### src/rtl/irhc_pkg.sv
package irhc_pkg;

  typedef enum logic [3:0] {
    VERDICT_ACCEPT   = 4'd0,
    VERDICT_SHORT    = 4'd1,
    VERDICT_VERSION  = 4'd2,
    VERDICT_HDR_LEN  = 4'd3,
    VERDICT_CHECKSUM = 4'd4,
    VERDICT_TOT_LEN  = 4'd5,
    VERDICT_NOT_OURS = 4'd6,
    VERDICT_FRAGMENT = 4'd7,
    VERDICT_PROTOCOL = 4'd8
  } verdict_t;

  localparam logic       REG_LOCAL_ADDR  = 1'b0;
  localparam logic       REG_SUBNET_MASK = 1'b1;

  localparam logic [15:0] MIN_HEADER     = 16'd20;
  localparam logic [3:0]  IP_VERSION4    = 4'd4;
  localparam logic [7:0]  PROTO_ICMP     = 8'd1;
  localparam logic [7:0]  LOOPBACK_NET   = 8'd127;
  localparam logic [31:0] ALL_ONES_ADDR  = 32'hFFFF_FFFF;
  localparam logic [15:0] COUNT_MAX      = 16'hFFFF;
  localparam logic [15:0] CSUM_GOOD      = 16'hFFFF;

  localparam logic [15:0] POS_VIHL       = 16'd0;
  localparam logic [15:0] POS_TLEN_HI    = 16'd2;
  localparam logic [15:0] POS_TLEN_LO    = 16'd3;
  localparam logic [15:0] POS_FRAG_HI    = 16'd6;
  localparam logic [15:0] POS_FRAG_LO    = 16'd7;
  localparam logic [15:0] POS_PROTO      = 16'd9;
  localparam logic [15:0] POS_SRC_FIRST  = 16'd12;
  localparam logic [15:0] POS_SRC_LAST   = 16'd15;
  localparam logic [15:0] POS_DST_FIRST  = 16'd16;
  localparam logic [15:0] POS_DST_LAST   = 16'd19;

endpackage

### src/rtl/ipv4_receive_header_check_core.sv
// a finished packet is held in the snapshot registers, then moved to the result word
// throughput: one packet byte per cycle; stall on the input only while a finished
//   verdict waits behind a stalled output
// per-byte work is a count, a field capture and a 16-bit end-around-carry add
// reset (rst_n low, synchronous) clears the byte count, header capture, both
//   configuration registers and all valid flags
module ipv4_receive_header_check_core
  import irhc_pkg::*;
(
  input  logic        clk,
  input  logic        rst_n,

  input  logic        in_valid,
  output logic        in_stall,
  input  logic [7:0]  in_packet_byte,
  input  logic        in_last_byte,

  output logic        out_valid,
  input  logic        out_stall,
  output logic [3:0]  out_verdict,
  output logic [7:0]  out_protocol_number,
  output logic [31:0] out_source_address,
  output logic [31:0] out_destination_address,
  output logic [5:0]  out_header_bytes,
  output logic [15:0] out_payload_bytes,

  input  logic        psel,
  input  logic        penable,
  input  logic        pwrite,
  input  logic [2:0]  paddr,
  input  logic [31:0] pwdata,
  output logic [31:0] prdata,
  output logic        pready
);

  // configuration
  logic [31:0] local_addr_r;
  logic [31:0] subnet_mask_r;
  logic        cfg_wr;

  assign pready = 1'b1;
  assign cfg_wr = psel && penable && pwrite;

  always_ff @(posedge clk) begin
    if (!rst_n) begin
      local_addr_r  <= '0;
      subnet_mask_r <= '0;
    end else if (cfg_wr) begin
      unique case (paddr[2])
        REG_LOCAL_ADDR:  local_addr_r  <= pwdata;
        REG_SUBNET_MASK: subnet_mask_r <= pwdata;
        default: ;
      endcase
    end
  end

  always_comb begin
    unique case (paddr[2])
      REG_LOCAL_ADDR:  prdata = local_addr_r;
      REG_SUBNET_MASK: prdata = subnet_mask_r;
      default:         prdata = '0;
    endcase
  end

  // handshake
  logic snap_valid_r;
  logic out_valid_r;
  logic out_free;
  logic snap_move;
  logic in_acc;

  assign out_free  = !out_valid_r || !out_stall;
  assign snap_move = snap_valid_r && out_free;
  assign in_stall  = snap_valid_r && !out_free;
  assign in_acc    = in_valid && !in_stall;
  assign out_valid = out_valid_r;

  // per-packet accumulation
  logic [15:0] byte_count_r, byte_count_nxt;
  logic [7:0]  vihl_r, vihl_nxt;
  logic [15:0] tlen_r, tlen_nxt;
  logic [15:0] frag_r, frag_nxt;
  logic [7:0]  proto_r, proto_nxt;
  logic [31:0] src_r, src_nxt;
  logic [31:0] dst_r, dst_nxt;
  logic [15:0] csum_r, csum_nxt;
  logic [7:0]  hold_r, hold_nxt;
  logic [5:0]  hlen_cur;
  logic        in_hdr;
  logic [16:0] csum_add;
  logic [15:0] pos;

  assign pos = byte_count_r;

  always_comb begin
    vihl_nxt  = vihl_r;
    tlen_nxt  = tlen_r;
    frag_nxt  = frag_r;
    proto_nxt = proto_r;
    src_nxt   = src_r;
    dst_nxt   = dst_r;
    csum_nxt  = csum_r;
    hold_nxt  = hold_r;

    if (pos == POS_VIHL)         vihl_nxt = in_packet_byte;
    else if (pos == POS_TLEN_HI) tlen_nxt = {in_packet_byte, tlen_r[7:0]};
    else if (pos == POS_TLEN_LO) tlen_nxt = {tlen_r[15:8], in_packet_byte};
    else if (pos == POS_FRAG_HI) frag_nxt = {in_packet_byte, frag_r[7:0]};
    else if (pos == POS_FRAG_LO) frag_nxt = {frag_r[15:8], in_packet_byte};
    else if (pos == POS_PROTO)   proto_nxt = in_packet_byte;
    else if (pos >= POS_SRC_FIRST && pos <= POS_SRC_LAST)
      src_nxt = {src_r[23:0], in_packet_byte};
    else if (pos >= POS_DST_FIRST && pos <= POS_DST_LAST)
      dst_nxt = {dst_r[23:0], in_packet_byte};

    hlen_cur = {vihl_nxt[3:0], 2'b00};
    in_hdr   = pos < {10'd0, hlen_cur};
    csum_add = {1'b0, csum_r} + {1'b0, hold_r, in_packet_byte};

    if (in_hdr) begin
      if (!pos[0]) begin
        hold_nxt = in_packet_byte;
      end else begin
        csum_nxt = csum_add[15:0] + {15'd0, csum_add[16]};
      end
    end

    byte_count_nxt = (byte_count_r == COUNT_MAX) ? byte_count_r : byte_count_r + 16'd1;
  end

  always_ff @(posedge clk) begin
    if (!rst_n) begin
      byte_count_r <= '0;
      vihl_r       <= '0;
      tlen_r       <= '0;
      frag_r       <= '0;
      proto_r      <= '0;
      src_r        <= '0;
      dst_r        <= '0;
      csum_r       <= '0;
      hold_r       <= '0;
    end else if (in_acc) begin
      if (in_last_byte) begin
        byte_count_r <= '0;
        vihl_r       <= '0;
        tlen_r       <= '0;
        frag_r       <= '0;
        proto_r      <= '0;
        src_r        <= '0;
        dst_r        <= '0;
        csum_r       <= '0;
        hold_r       <= '0;
      end else begin
        byte_count_r <= byte_count_nxt;
        vihl_r       <= vihl_nxt;
        tlen_r       <= tlen_nxt;
        frag_r       <= frag_nxt;
        proto_r      <= proto_nxt;
        src_r        <= src_nxt;
        dst_r        <= dst_nxt;
        csum_r       <= csum_nxt;
        hold_r       <= hold_nxt;
      end
    end
  end

  // finished packet held for evaluation
  logic [15:0] snap_count_r;
  logic [7:0]  snap_vihl_r;
  logic [15:0] snap_tlen_r;
  logic [13:0] snap_frag_r;
  logic [7:0]  snap_proto_r;
  logic [31:0] snap_src_r;
  logic [31:0] snap_dst_r;
  logic [15:0] snap_csum_r;
  logic        snap_load;

  assign snap_load = in_acc && in_last_byte;

  always_ff @(posedge clk) begin
    if (!rst_n) begin
      snap_valid_r <= 1'b0;
    end else if (snap_load) begin
      snap_valid_r <= 1'b1;
    end else if (snap_move) begin
      snap_valid_r <= 1'b0;
    end
  end

  always_ff @(posedge clk) begin
    if (snap_load) begin
      snap_count_r <= byte_count_nxt;
      snap_vihl_r  <= vihl_nxt;
      snap_tlen_r  <= tlen_nxt;
      snap_frag_r  <= frag_nxt[13:0];
      snap_proto_r <= proto_nxt;
      snap_src_r   <= src_nxt;
      snap_dst_r   <= dst_nxt;
      snap_csum_r  <= csum_nxt;
    end
  end

  // verdict
  logic [5:0]  hlen;
  logic [15:0] hlen_w;
  logic        dst_ours;
  verdict_t    verdict;
  logic [7:0]  res_proto;
  logic [31:0] res_src;
  logic [31:0] res_dst;
  logic [5:0]  res_hlen;
  logic [15:0] res_payload;

  assign hlen   = {snap_vihl_r[3:0], 2'b00};
  assign hlen_w = {10'd0, hlen};

  assign dst_ours = (snap_dst_r[31:24] == LOOPBACK_NET) ||
                    (snap_dst_r == local_addr_r) ||
                    (snap_dst_r == ALL_ONES_ADDR) ||
                    ((subnet_mask_r != '0) && (snap_dst_r == (local_addr_r | ~subnet_mask_r)));

  always_comb begin
    res_proto   = snap_proto_r;
    res_src     = snap_src_r;
    res_dst     = snap_dst_r;
    res_hlen    = hlen;
    res_payload = '0;
    if (snap_count_r < MIN_HEADER) begin
      verdict   = VERDICT_SHORT;
      res_proto = '0;
      res_src   = '0;
      res_dst   = '0;
      res_hlen  = '0;
    end else if (snap_vihl_r[7:4] != IP_VERSION4) begin
      verdict = VERDICT_VERSION;
    end else if (hlen_w < MIN_HEADER || hlen_w > snap_count_r) begin
      verdict = VERDICT_HDR_LEN;
    end else if (snap_csum_r != CSUM_GOOD) begin
      verdict = VERDICT_CHECKSUM;
    end else if (snap_tlen_r < hlen_w || snap_tlen_r > snap_count_r) begin
      verdict = VERDICT_TOT_LEN;
    end else if (!dst_ours) begin
      verdict = VERDICT_NOT_OURS;
    end else if (snap_frag_r != '0) begin
      verdict = VERDICT_FRAGMENT;
    end else if (snap_proto_r != PROTO_ICMP) begin
      verdict = VERDICT_PROTOCOL;
    end else begin
      verdict     = VERDICT_ACCEPT;
      res_payload = snap_tlen_r - hlen_w;
    end
  end

  // result word
  logic [3:0]  out_verdict_r;
  logic [7:0]  out_proto_r;
  logic [31:0] out_src_r;
  logic [31:0] out_dst_r;
  logic [5:0]  out_hlen_r;
  logic [15:0] out_payload_r;

  always_ff @(posedge clk) begin
    if (!rst_n) begin
      out_valid_r <= 1'b0;
    end else if (out_free) begin
      out_valid_r <= snap_valid_r;
    end
  end

  always_ff @(posedge clk) begin
    if (snap_move) begin
      out_verdict_r <= verdict;
      out_proto_r   <= res_proto;
      out_src_r     <= res_src;
      out_dst_r     <= res_dst;
      out_hlen_r    <= res_hlen;
      out_payload_r <= res_payload;
    end
  end

  assign out_verdict             = out_verdict_r;
  assign out_protocol_number     = out_proto_r;
  assign out_source_address      = out_src_r;
  assign out_destination_address = out_dst_r;
  assign out_header_bytes        = out_hlen_r;
  assign out_payload_bytes       = out_payload_r;

  // checks
  a_last_fills_snap: assert property (@(posedge clk) disable iff (!rst_n)
    snap_load |=> snap_valid_r)
    else $error("finished packet not held for evaluation");

  a_last_clears_count: assert property (@(posedge clk) disable iff (!rst_n)
    snap_load |=> byte_count_r == '0)
    else $error("byte count not cleared after last byte");

  a_count_advances: assert property (@(posedge clk) disable iff (!rst_n)
    (in_acc && !in_last_byte) |=> byte_count_r != '0)
    else $error("byte count did not advance");

  a_payload_only_on_accept: assert property (@(posedge clk) disable iff (!rst_n)
    (out_valid_r && out_verdict_r != VERDICT_ACCEPT) |-> out_payload_r == '0)
    else $error("payload length given for a rejected packet");

  a_short_zero_fields: assert property (@(posedge clk) disable iff (!rst_n)
    (out_valid_r && out_verdict_r == VERDICT_SHORT) |->
      (out_src_r == '0 && out_dst_r == '0 && out_proto_r == '0 && out_hlen_r == '0))
    else $error("short packet result carries header fields");

endmodule

### config.mk
export PLATFORM = sky130hd
export DESIGN_NAME = ipv4_receive_header_check_core
export DESIGN_NICKNAME = d
export VERILOG_FILES = /design/src/rtl/irhc_pkg.sv /design/src/rtl/ipv4_receive_header_check_core.sv
export SDC_FILE = /design/constraint.sdc
export NUM_CORES = 1
export LEC_CHECK = 0
export ABC_AREA = 1
export BUFFER_PORTS_ARGS = -buffer_cell sky130_fd_sc_hd__buf_4
export CAP_MARGIN = 15
export CELL_PAD_IN_SITES_DETAIL_PLACEMENT = 2
export CELL_PAD_IN_SITES_GLOBAL_PLACEMENT = 2
export CORE_AREA = 2 2 245 247
export DETAILED_ROUTE_END_ITERATION = 10
export DIE_AREA = 0 0 247 249
export GPL_ROUTABILITY_DRIVEN = 0
export HOLD_SLACK_MARGIN = 0.02
export PLACE_DENSITY = 0.9
export SYNTH_ARGS = -nofsm -noshare
export SYNTH_HDL_FRONTEND = slang
export SYNTH_SLANG_ARGS = --single-unit
### constraint.sdc
create_clock -name clk -period 13.7 [get_ports clk]
set_input_delay 1.37 -clock clk [delete_from_list [all_inputs] [get_ports clk]]
set_output_delay 1.37 -clock clk [all_outputs]
set_load 0.005 [all_outputs]
**Word-level counts from Yosys, hierarchy flattened**

Cells that the tools add are included.

- $add $sub $neg: 4
- Multipliers: 0
- Divide/modulo/power cells: 0
- Magnitude comparators: 10
- Equal/unequal tests: 14
- Shift operators: 0
- Multiplexer cells: 54
- Bitwise gates (word level): 4
- Reductions and logical operators: 30

Operators by type and width:

| operator | count |
|---|---|
| 2-to-1 mux 32 bit | 17 |
| 2-to-1 mux 16 bit | 8 |
| 2-to-1 mux 8 bit | 14 |
| 2-to-1 mux 14 bit | 5 |
| == test 32 bit | 2 |
| one-hot mux 32 bit (2 select lines) | 1 |
| == test 16 x 2 -> 1 bit, second input constant | 2 |
| == test 16 x 3 -> 1 bit, second input constant | 2 |
| == test 32 bit, second input constant | 1 |
| less-than comparator 16 x 6 -> 1 bit | 2 |
| NOT 32 bit | 1 |
| bitwise OR 32 bit | 1 |
| nonzero test 32 bit | 1 |
| adder 16 x 16 -> 17 bit | 1 |
| adder 16 x 1 -> 16 bit | 1 |
| adder 16 x 1 -> 16 bit, second input constant | 1 |
| == test 16 bit, second input constant | 1 |
| == test 16 x 4 -> 1 bit, second input constant | 1 |
| >= comparator 16 x 4 -> 1 bit, second input constant | 1 |
| >= comparator 16 x 5 -> 1 bit, second input constant | 1 |
| > comparator 16 bit | 1 |
| > comparator 6 x 16 -> 1 bit | 1 |
| <= comparator 16 x 4 -> 1 bit, second input constant | 1 |
| <= comparator 16 x 5 -> 1 bit, second input constant | 1 |
| other kinds (24) | 48 |

- Register bits: 456
- Bits in latches: 0
- Bits in writable memories: 0
- Memory bits (read-only): 0
- Input port bits: 51
- Memories: 0

**Longest topological paths before layout**

Gate-level depths: netlist of run 1.

- Depth in word-level cells: 11
- Mapped depth: 24

**Worst setup path after synthesis of run 1**

Ideal clock, no wire load.

- Path type: input-to-reg
- Start: in out_stall
- End: reg hold_r[0]
- Setup time: 0.070 ns
- Data arrival time: 10.309 ns
- Data required time: 13.630 ns
- Setup slack: 3.320 ns
- Stages on the path: 7
- Path through: nand2_1 > o21ai_1 > nor2_1 > clkinv_1 > nand2_1 > nand3_1 > a21oi_1

- Cells in the longest elaborated chain, start to end: 7

RTL lines:

| what | RTL line | text |
|---|---|---|
| from (decl) | ipv4_receive_header_check_core.sv:19 | `input logic out_stall,` |
| zero test 1 bit | ipv4_receive_header_check_core.sv:72 | `assign out_free = !out_valid_r \|\| !out_stall;` |
| logical OR 1 bit | ipv4_receive_header_check_core.sv:72 |  |
| zero test 1 bit | ipv4_receive_header_check_core.sv:74 | `assign in_stall = snap_valid_r && !out_free;` |
| logical AND 1 bit | ipv4_receive_header_check_core.sv:74 |  |
| zero test 1 bit | ipv4_receive_header_check_core.sv:75 | `assign in_acc = in_valid && !in_stall;` |
| logical AND 1 bit | ipv4_receive_header_check_core.sv:75 |  |
| AND reduction 3 bit (no line) | -- |  |
| to (signal assigned) | ipv4_receive_header_check_core.sv:162 | `hold_r <= hold_nxt;` |
| to (decl) | ipv4_receive_header_check_core.sv:87 | `logic [7:0] hold_r, hold_nxt;` |

No other way between the ends.
A chain may end at the register's enable or synchronous reset.

**Worst setup path after layout of run 1**

- Start: in in_packet_byte[0]
- End: reg csum_r[8]

- Cells in the longest elaborated chain, start to end: 5
- Elaborated cells on any way between the ends: 7

RTL lines:

| what | RTL line | text |
|---|---|---|
| from (decl) | ipv4_receive_header_check_core.sv:15 | `input logic [7:0] in_packet_byte,` |
| adder 16 x 16 -> 17 bit | ipv4_receive_header_check_core.sv:118 | `csum_add = {1'b0, csum_r} + {1'b0, hold_r, in_packet_byte};` |
| adder 16 x 1 -> 16 bit | ipv4_receive_header_check_core.sv:124 | `csum_nxt = csum_add[15:0] + {15'd0, csum_add[16]};` |
| 2-to-1 mux 16 bit | ipv4_receive_header_check_core.sv:121 | `if (!pos[0]) begin` |
| 2-to-1 mux 16 bit * | ipv4_receive_header_check_core.sv:120 | `if (in_hdr) begin` |
| net csum_nxt[8] | ipv4_receive_header_check_core.sv:86 | `logic [15:0] csum_r, csum_nxt;` |
| 2-to-1 mux 16 bit * | ipv4_receive_header_check_core.sv:143 | `if (in_last_byte) begin` |
| to (signal assigned) | ipv4_receive_header_check_core.sv:161 | `csum_r <= csum_nxt;` |
| to (decl) | ipv4_receive_header_check_core.sv:86 |  |

The timed path passes the listed nets; every way through them passes the cells marked *.

==> impl_metrics.csv, run 1 <==
group,metric,value,unit
outcome,status,"completed",
clocking,cts_tree,"yes",
synthesis,synthArstFlopShare,0,
timing,relSlewSlack,0.177,
die,die_w,247,µm
die,design.core.area,0.0587,mm²
critical_path,reg2reg_setup_slack,9.58,ns
die,ios,184,
global_route,grt_first_pass_wirelength,133000,µm
clocking,hold_buffers,0,
clocking,h-tree-depth,2,
critical_path,cp.required,14.18,ns
pwr,p_total,3.21,mW
finish,diodes,0,
global_route,grt.total_usage,0.282,
timing,finalSetupViolCount,0,
synthesis,synth_warnings,0,
pwr,cellPowerDensity,126,mW/mm²
synthesis,synth_mux_area_frac,0.0414,
synthesis,synth.top_cell.area_share,0.332,
timing,finalHoldViolCount,0,
synthesis,synth_edf_count,238,
finish,area_delta_synth_final,17.7,%
timing,tightest_slew,1.24,ns
clocking,cts_setup_buffers,0,
synthesis,synthXorXnorAreaFrac,0.0276,
critical_path,r2r-start,"byte_count_r[0]",
detailed_routing,vias_per_cell,5.45,
global_route,grt_pass1_vias,21353,
synthesis,yosys.area_share.adder,0.0309,
detailed_routing,antenna_left,0,
global_route,antenna_found_initial,2,
clocking,clkSinkCount,454,
synthesis,synth-main-ff-cell,"edfxtp_1",
clocking,postCtsResizedCells,0,
finish,finalNetCount,2772,
synthesis,yosysMostFrequentCell,"nand2_1",
finish,multi_input_area,0.00842,mm²
global_route,overflow,0,
pwr,max-vdd-ir-drop,0.106,mV
finish,fillers,6360,
synthesis,synth_area_leaders,"edfxtp_1 (33%), dfxtp_1 (20%), nand2_1 (11%)",
place,dp_hpwl,53700,µm
detailed_routing,first_iter_violations,1240,
die,die_h,249,µm
critical_path,r2r-end,"csum_r[8]",
synthesis,yosysSeqAreaShare,0.532,
critical_path,worstSetupPathType,"in -> reg",
die,start_util,0.367,
synthesis,yosys.cell_types.count,49,
detailed_routing,first_pass_iters,5,
timing,period_share,0.349,
critical_path,cp_max_fo,8,
critical_path,worst_setup_path_start_kind,"input pin",
timing,drv_slew,0,
timing,fin_crit,4.77,ns
global_route,grt_max_degree,145,
critical_path,r2r.worst_path.cells,18,
job,drv_cap,0,
detailed_routing,avgRoutedWirePerCell,26.1,µm
critical_path,worstPathArrival,5.26,ns
synthesis,yosys.area.top_type,"edfxtp_1",
clocking,clkLatencyLatePin,0.62,ns
clocking,cts_max_path_buffers,3,
synthesis,synth-simple-area-share,0.208,
synthesis,synth_area_per_cell,8.55,µm²
die,std_cell_rows,89,
clocking,path_clk_slew,0.06,ns
hold_path,holdPathStages,2,
synthesis,netlist_top_cells_count,"nand2_1 (615), inv_1 (332), nor2_1 (273)",
synthesis,netlist_instances,2521,
pwr,power_leakage,11.5,nW
synthesis,synth_area,0.0216,mm²
hold_path,min_to,"tlen_r[10]",
finish,register_area,0.0115,mm²
timing,setup_tns,0,ns
clocking,root_buffer,"clkbuf_16",
hold_path,worstHoldPathType,"reg -> reg",
die,die_area,0.0615,mm²
timing,rsz0062_at_grt,"no",
critical_path,crit_path_end_kind,"flop",
timing,fmax,209,MHz
hold_path,hp-start,"tlen_r[10]",
clocking,numCtsBuffers,51,
synthesis,synth-compound-area-share,0.0809,
detailed_routing,drc_errors,0,
timing,skew,0.0306,ns
synthesis,synth_top_family_by_area,"simple AND/OR/NAND/NOR gates",
detailed_routing,wl,90800,µm
finish,drive_gt1_frac,0.115,
synthesis,ys_ff_latch,454,
detailed_routing,vias,19003,
place,numPortBuffers,178,
[worst max-delay path: stages]
cell and delay (ns):
buf_4 0.25, ha_1 0.30, fa_1 0.28, nand2_1 0.13
nand3_1 0.09, nand3_1 0.09, nand2_1 0.10, nand2_1 0.10
nand2_1 0.11, a21oi_1 0.08, o21bai_1 0.23, ha_1 0.22
ha_1 0.19, inv_1 0.06, nor2_1 0.16, nand3_1 0.16
nor2_1 0.13, nand3_1 0.11, nor2_1 0.28, xor2_1 0.21
nand2_1 0.08, nand2_1 0.13, nand2_1 0.06, a21oi_1 0.32
[through the flow]
stage               std cells  setup slack, ns  hold WS, ns  utilization  cell area, µm²
floorplan                2522             3.32        0.442            -           21600
global placement         3388             8.61        0.449        0.402           23600
detailed placement       3388             8.46        0.463        0.402           23600
CTS                      3483             8.96        0.478        0.432           25300
global route             3484             8.58        0.505        0.432           25400
finish                   3484             8.93        0.479        0.432           25400
[per-layer routing]
layer  global-route usage  vias to the layer above  share of wire
met5                    0                        -        0.00014
met4                0.104                        2          0.038
met3               0.0405                      199          0.049
met2                0.521                      645           0.53
met1                0.325                     9703           0.39
li1                     -                     8454              -
[worst max path at each step]
stage / startpoint / to / slack, ns / depth (start not counted)
after global placement: in_packet_byte[0] / snap_csum_r[10] / 8.61 / 23
after floorplan: out_stall / hold_r[0] / 3.32 / 7
after global routing: in_packet_byte[0] / csum_r[8] / 8.58 / 24
final: in_packet_byte[0] / csum_r[8] / 8.93 / 24
after CTS: in_packet_byte[0] / csum_r[8] / 8.96 / 24
after detailed placement: in_packet_byte[0] / snap_csum_r[10] / 8.46 / 23
[flip-flops by register name (all words and copies together), names as in the netlist, 14 cells and up]
name                     count
dst_r                       32
local_addr_r                32
out_destination_address     32
out_source_address          32
snap_dst_r                  32
snap_src_r                  32
src_r                       32
subnet_mask_r               32
byte_count_r                16
csum_r                      16
out_payload_bytes           16
snap_count_r                16
snap_csum_r                 16
snap_tlen_r                 16
tlen_r                      16
frag_r                      14
snap_frag_r                 14
[logic make-up after synthesis]
family	count (synthesis)
flops	454
simple gates	1074
fa+ha+maj	52
other cells	2
xor+xnor	67
buf+inv	440
mux	89
compound gates	343
[layout by cell type (no fill, tap or decap), types with 3 or more instances in the layout]
| cell | instances |
|---|---|
| nand2_1 | 615 |
| inv_1 | 332 |
| nor2_1 | 271 |
| edfxtp_1 | 238 |
| dfxtp_1 | 216 |
| a21oi_1 | 210 |
| buf_4 | 188 |
| o21ai_0 | 119 |
| mux2i_1 | 88 |
| nand3_1 | 80 |
| xor2_1 | 57 |
| clkbuf_16 | 53 |
| ha_1 | 50 |
| nand4_1 | 39 |
| nor4_1 | 18 |
| nor3_1 | 12 |
| clkbuf_1 | 11 |
| xnor2_1 | 9 |
| clkinv_2 | 9 |
| inv_2 | 7 |
| and2_1 | 7 |
| clkbuf_8 | 7 |
| clkinv_1 | 5 |
| or2_2 | 5 |
| bufinv_16 | 5 |
| clkinvlp_4 | 5 |
| nor2_4 | 4 |
| nand2_2 | 4 |
| nand3_2 | 4 |
| a31oi_1 | 4 |
| conb_1 | 3 |
[cell type report]
class / instances / area share
clock inverters: 24 / 0.0108
multi-input cells: 1628 / 0.332
flip-flops and latches: 454 / 0.452
repair buffers: 191 / 0.0583
inverters: 343 / 0.0509
clock buffers: 71 / 0.0577
well taps: 773 / 0.0381
[power by group]
part | switching (mW) | internal [mW]
clock network | 0.648 | 0.844
registers | 0.0308 | 1.46
logic | 0.156 | 0.0651
Note: power is estimated with default switching activity, not from simulation.
==> run 2: changes to the inputs <==
- clock period: 13.7 -> 4.8 ns (I/O delays scaled with it)
==> run 2 against run 1 <==
Global-route usage grew 0.72 points. Design area is essentially flat. Power grew to 2.8 times the previous value. Sequential power grew to 2.9 times the previous value. Critical path type is now reg -> reg. Critical endpoint is now csum_r[6]. Highest routed layer is now met4.
==> impl_metrics.csv, run 2 (synthesis results as in run 1) <==
group,metric,value,unit
clocking,root_buffer,"clkbuf_16",
die,die_h,249,µm
global_route,grt_max_degree,87,
die,start_util,0.367,
place,numPortBuffers,178,
hold_path,holdPathStages,3,
job,drv_cap,0,
global_route,grt.total_usage,0.289,
timing,holdWs,0.0936,ns
clocking,path_clk_slew,0.06,ns
critical_path,r2r.worst_path.cells,18,
timing,finalHoldViolCount,0,
pwr,max-vdd-ir-drop,0.329,mV
timing,setup_tns,0,ns
finish,area_delta_synth_final,17.7,%
global_route,antenna_found_initial,0,
finish,diodes,0,
critical_path,crit_slowest_cell,"o21ai_0",
pwr,switchingPower,2.36,mW
critical_path,cp_cell_sequence,"inv_1 > ha_1 > nand2_2 > nor2_4 > nand2_4 > o21ai_0 > inv_1 > ha_1 > a21oi_1 > nand2_1 > nor2_1 > nand2_2 > nor2_8 > inv_2 > nand2_1 > nand2_1 > nand2_1 > a21oi_1",
timing,rsz0062_at_grt,"no",
hold_path,worstHoldPathType,"in -> reg",
pwr,combinationalPowerShare,0.069,
timing,relSlewSlack,0.245,
clocking,hold_buffers,0,
pwr,p_seq_frac,0.471,
clocking,numCtsBuffers,52,
finish,finalNetCount,2776,
clocking,cts_setup_buffers,0,
pwr,p_sw_frac,0.261,
finish,most-common-layout-cells,"nand2_1 (615), inv_1 (332), nor2_1 (271)",
clocking,h-tree-depth,2,
finish,drive_gt1_frac,0.117,
place,dp_hpwl,54000,µm
critical_path,worstPathArrival,4.72,ns
detailed_routing,antenna_left,0,
critical_path,worst_path_most_repeated_cell,"nand2_1",
detailed_routing,first_pass_iters,4,
global_route,overflow,0,
critical_path,cp.required,5.25,ns
finish,mostFrequentLayoutCell,"nand2_1",
detailed_routing,drc_errors,0,
pwr,internal_power,6.69,mW
critical_path,cp_max_fo,17,
detailed_routing,avgRoutedWirePerCell,25.6,µm
place,placed_area,0.0236,mm²
timing,skew,0.0344,ns
clocking,cts_tree,"yes",
clocking,postCtsResizedCells,0,
die,die_w,247,µm
detailed_routing,vias,18976,
pwr,clock_power_share,0.460,
die,std_cell_rows,89,
timing,drv_slew,0,
clocking,clkSinkCount,454,
timing,period_share,0.889,
critical_path,worst_setup_path_start_kind,"flop",
critical_path,worstSetupPathType,"reg -> reg",
pwr,power_leakage,11.5,nW
timing,fmax,234,MHz
detailed_routing,vias_per_cell,5.44,
pwr,cellPowerDensity,357,mW/mm²
timing,fin_crit,4.27,ns
die,die_area,0.0615,mm²
timing,tightest_slew,1.13,ns
die,ios,184,
detailed_routing,wl,89300,µm
place,place_ws,0.547,ns
finish,final_cell_area,0.0254,mm²
finish,postLayoutCoreUtil,0.432,
clocking,clkLatencyLatePin,0.64,ns
critical_path,crit_path_end_kind,"flop",
die,design.core.area,0.0587,mm²
global_route,grt_pass1_vias,21653,
timing,finalSetupViolCount,0,
critical_path,max_stage_delay,0.62,ns
critical_path,reg2reg_setup_slack,0.53,ns
timing,setup_slack,0.533,ns
outcome,status,"completed",
detailed_routing,first_iter_violations,1065,
clocking,cts_max_path_buffers,3,
global_route,grt_first_pass_wirelength,135000,µm
[run 2: cell types whose count changed in the layout (fill, tap and decap cells not counted), sizes merged]
cell and delta:
buf +3, bufinv -2, clkbuf +1, clkinv +10, clkinvlp -4, inv -2
[run 2: final timing paths]
kind | startpoint | to
hold reg to reg | proto_r[5] | proto_r[5]
setup / recovery | byte_count_r[0] | csum_r[6]
setup reg to reg | byte_count_r[0] | csum_r[6]
hold / removal | pwdata[11] | subnet_mask_r[11]
[run 2: metrics by stage]
step                      power [mW]  instances
after floorplan                 4.64       2522
after global placement          4.88       3392
after detailed placement        4.94       3392
after CTS                       9.10       3490
after global routing            9.30       3490
final                           9.05       3490
[run 2: power by group through the flow]
stage / clock [mW] / sequential [mW] / combinational (mW)
6_report: 4.16 / 4.26 / 0.629
5_1_grt: 4.35 / 4.27 / 0.681
4_1_cts: 4.21 / 4.26 / 0.627
3_5_place_dp: 0 / 4.34 / 0.600
3_3_place_gp: 0 / 4.33 / 0.558
2_1_floorplan: 0 / 4.31 / 0.331
[run 2: area by class of cell]
type / instances / area [µm²]
Tap cell: 773 / 967
Multi-Input combinational cell: 1628 / 8420
Timing Repair Buffer: 194 / 1490
Clock inverter: 26 / 243
Fill cell: 6363 / 33300
Clock buffer: 72 / 1480
Sequential cell: 454 / 11500
Inverter: 343 / 1290
[run 2: layer usage]
| metal | global-route usage | vias to the layer above | part of all wire |
|---|---|---|---|
| li1 | - | 8462 | - |
| met1 | 0.324 | 9734 | 0.39 |
| met2 | 0.525 | 534 | 0.52 |
| met3 | 0.0454 | 246 | 0.044 |
| met4 | 0.145 | 0 | 0.050 |
| met5 | 0 | - | 0 |
[run 2: worst max-delay path: cells and delay by family, from the launching register on]
kind | cells | cell delay, ns
compound gates | 3 | 0.98
flops | 1 | 0.41
simple gates | 10 | 1.55
fa+ha+maj | 2 | 0.47
buf+inv | 3 | 0.65
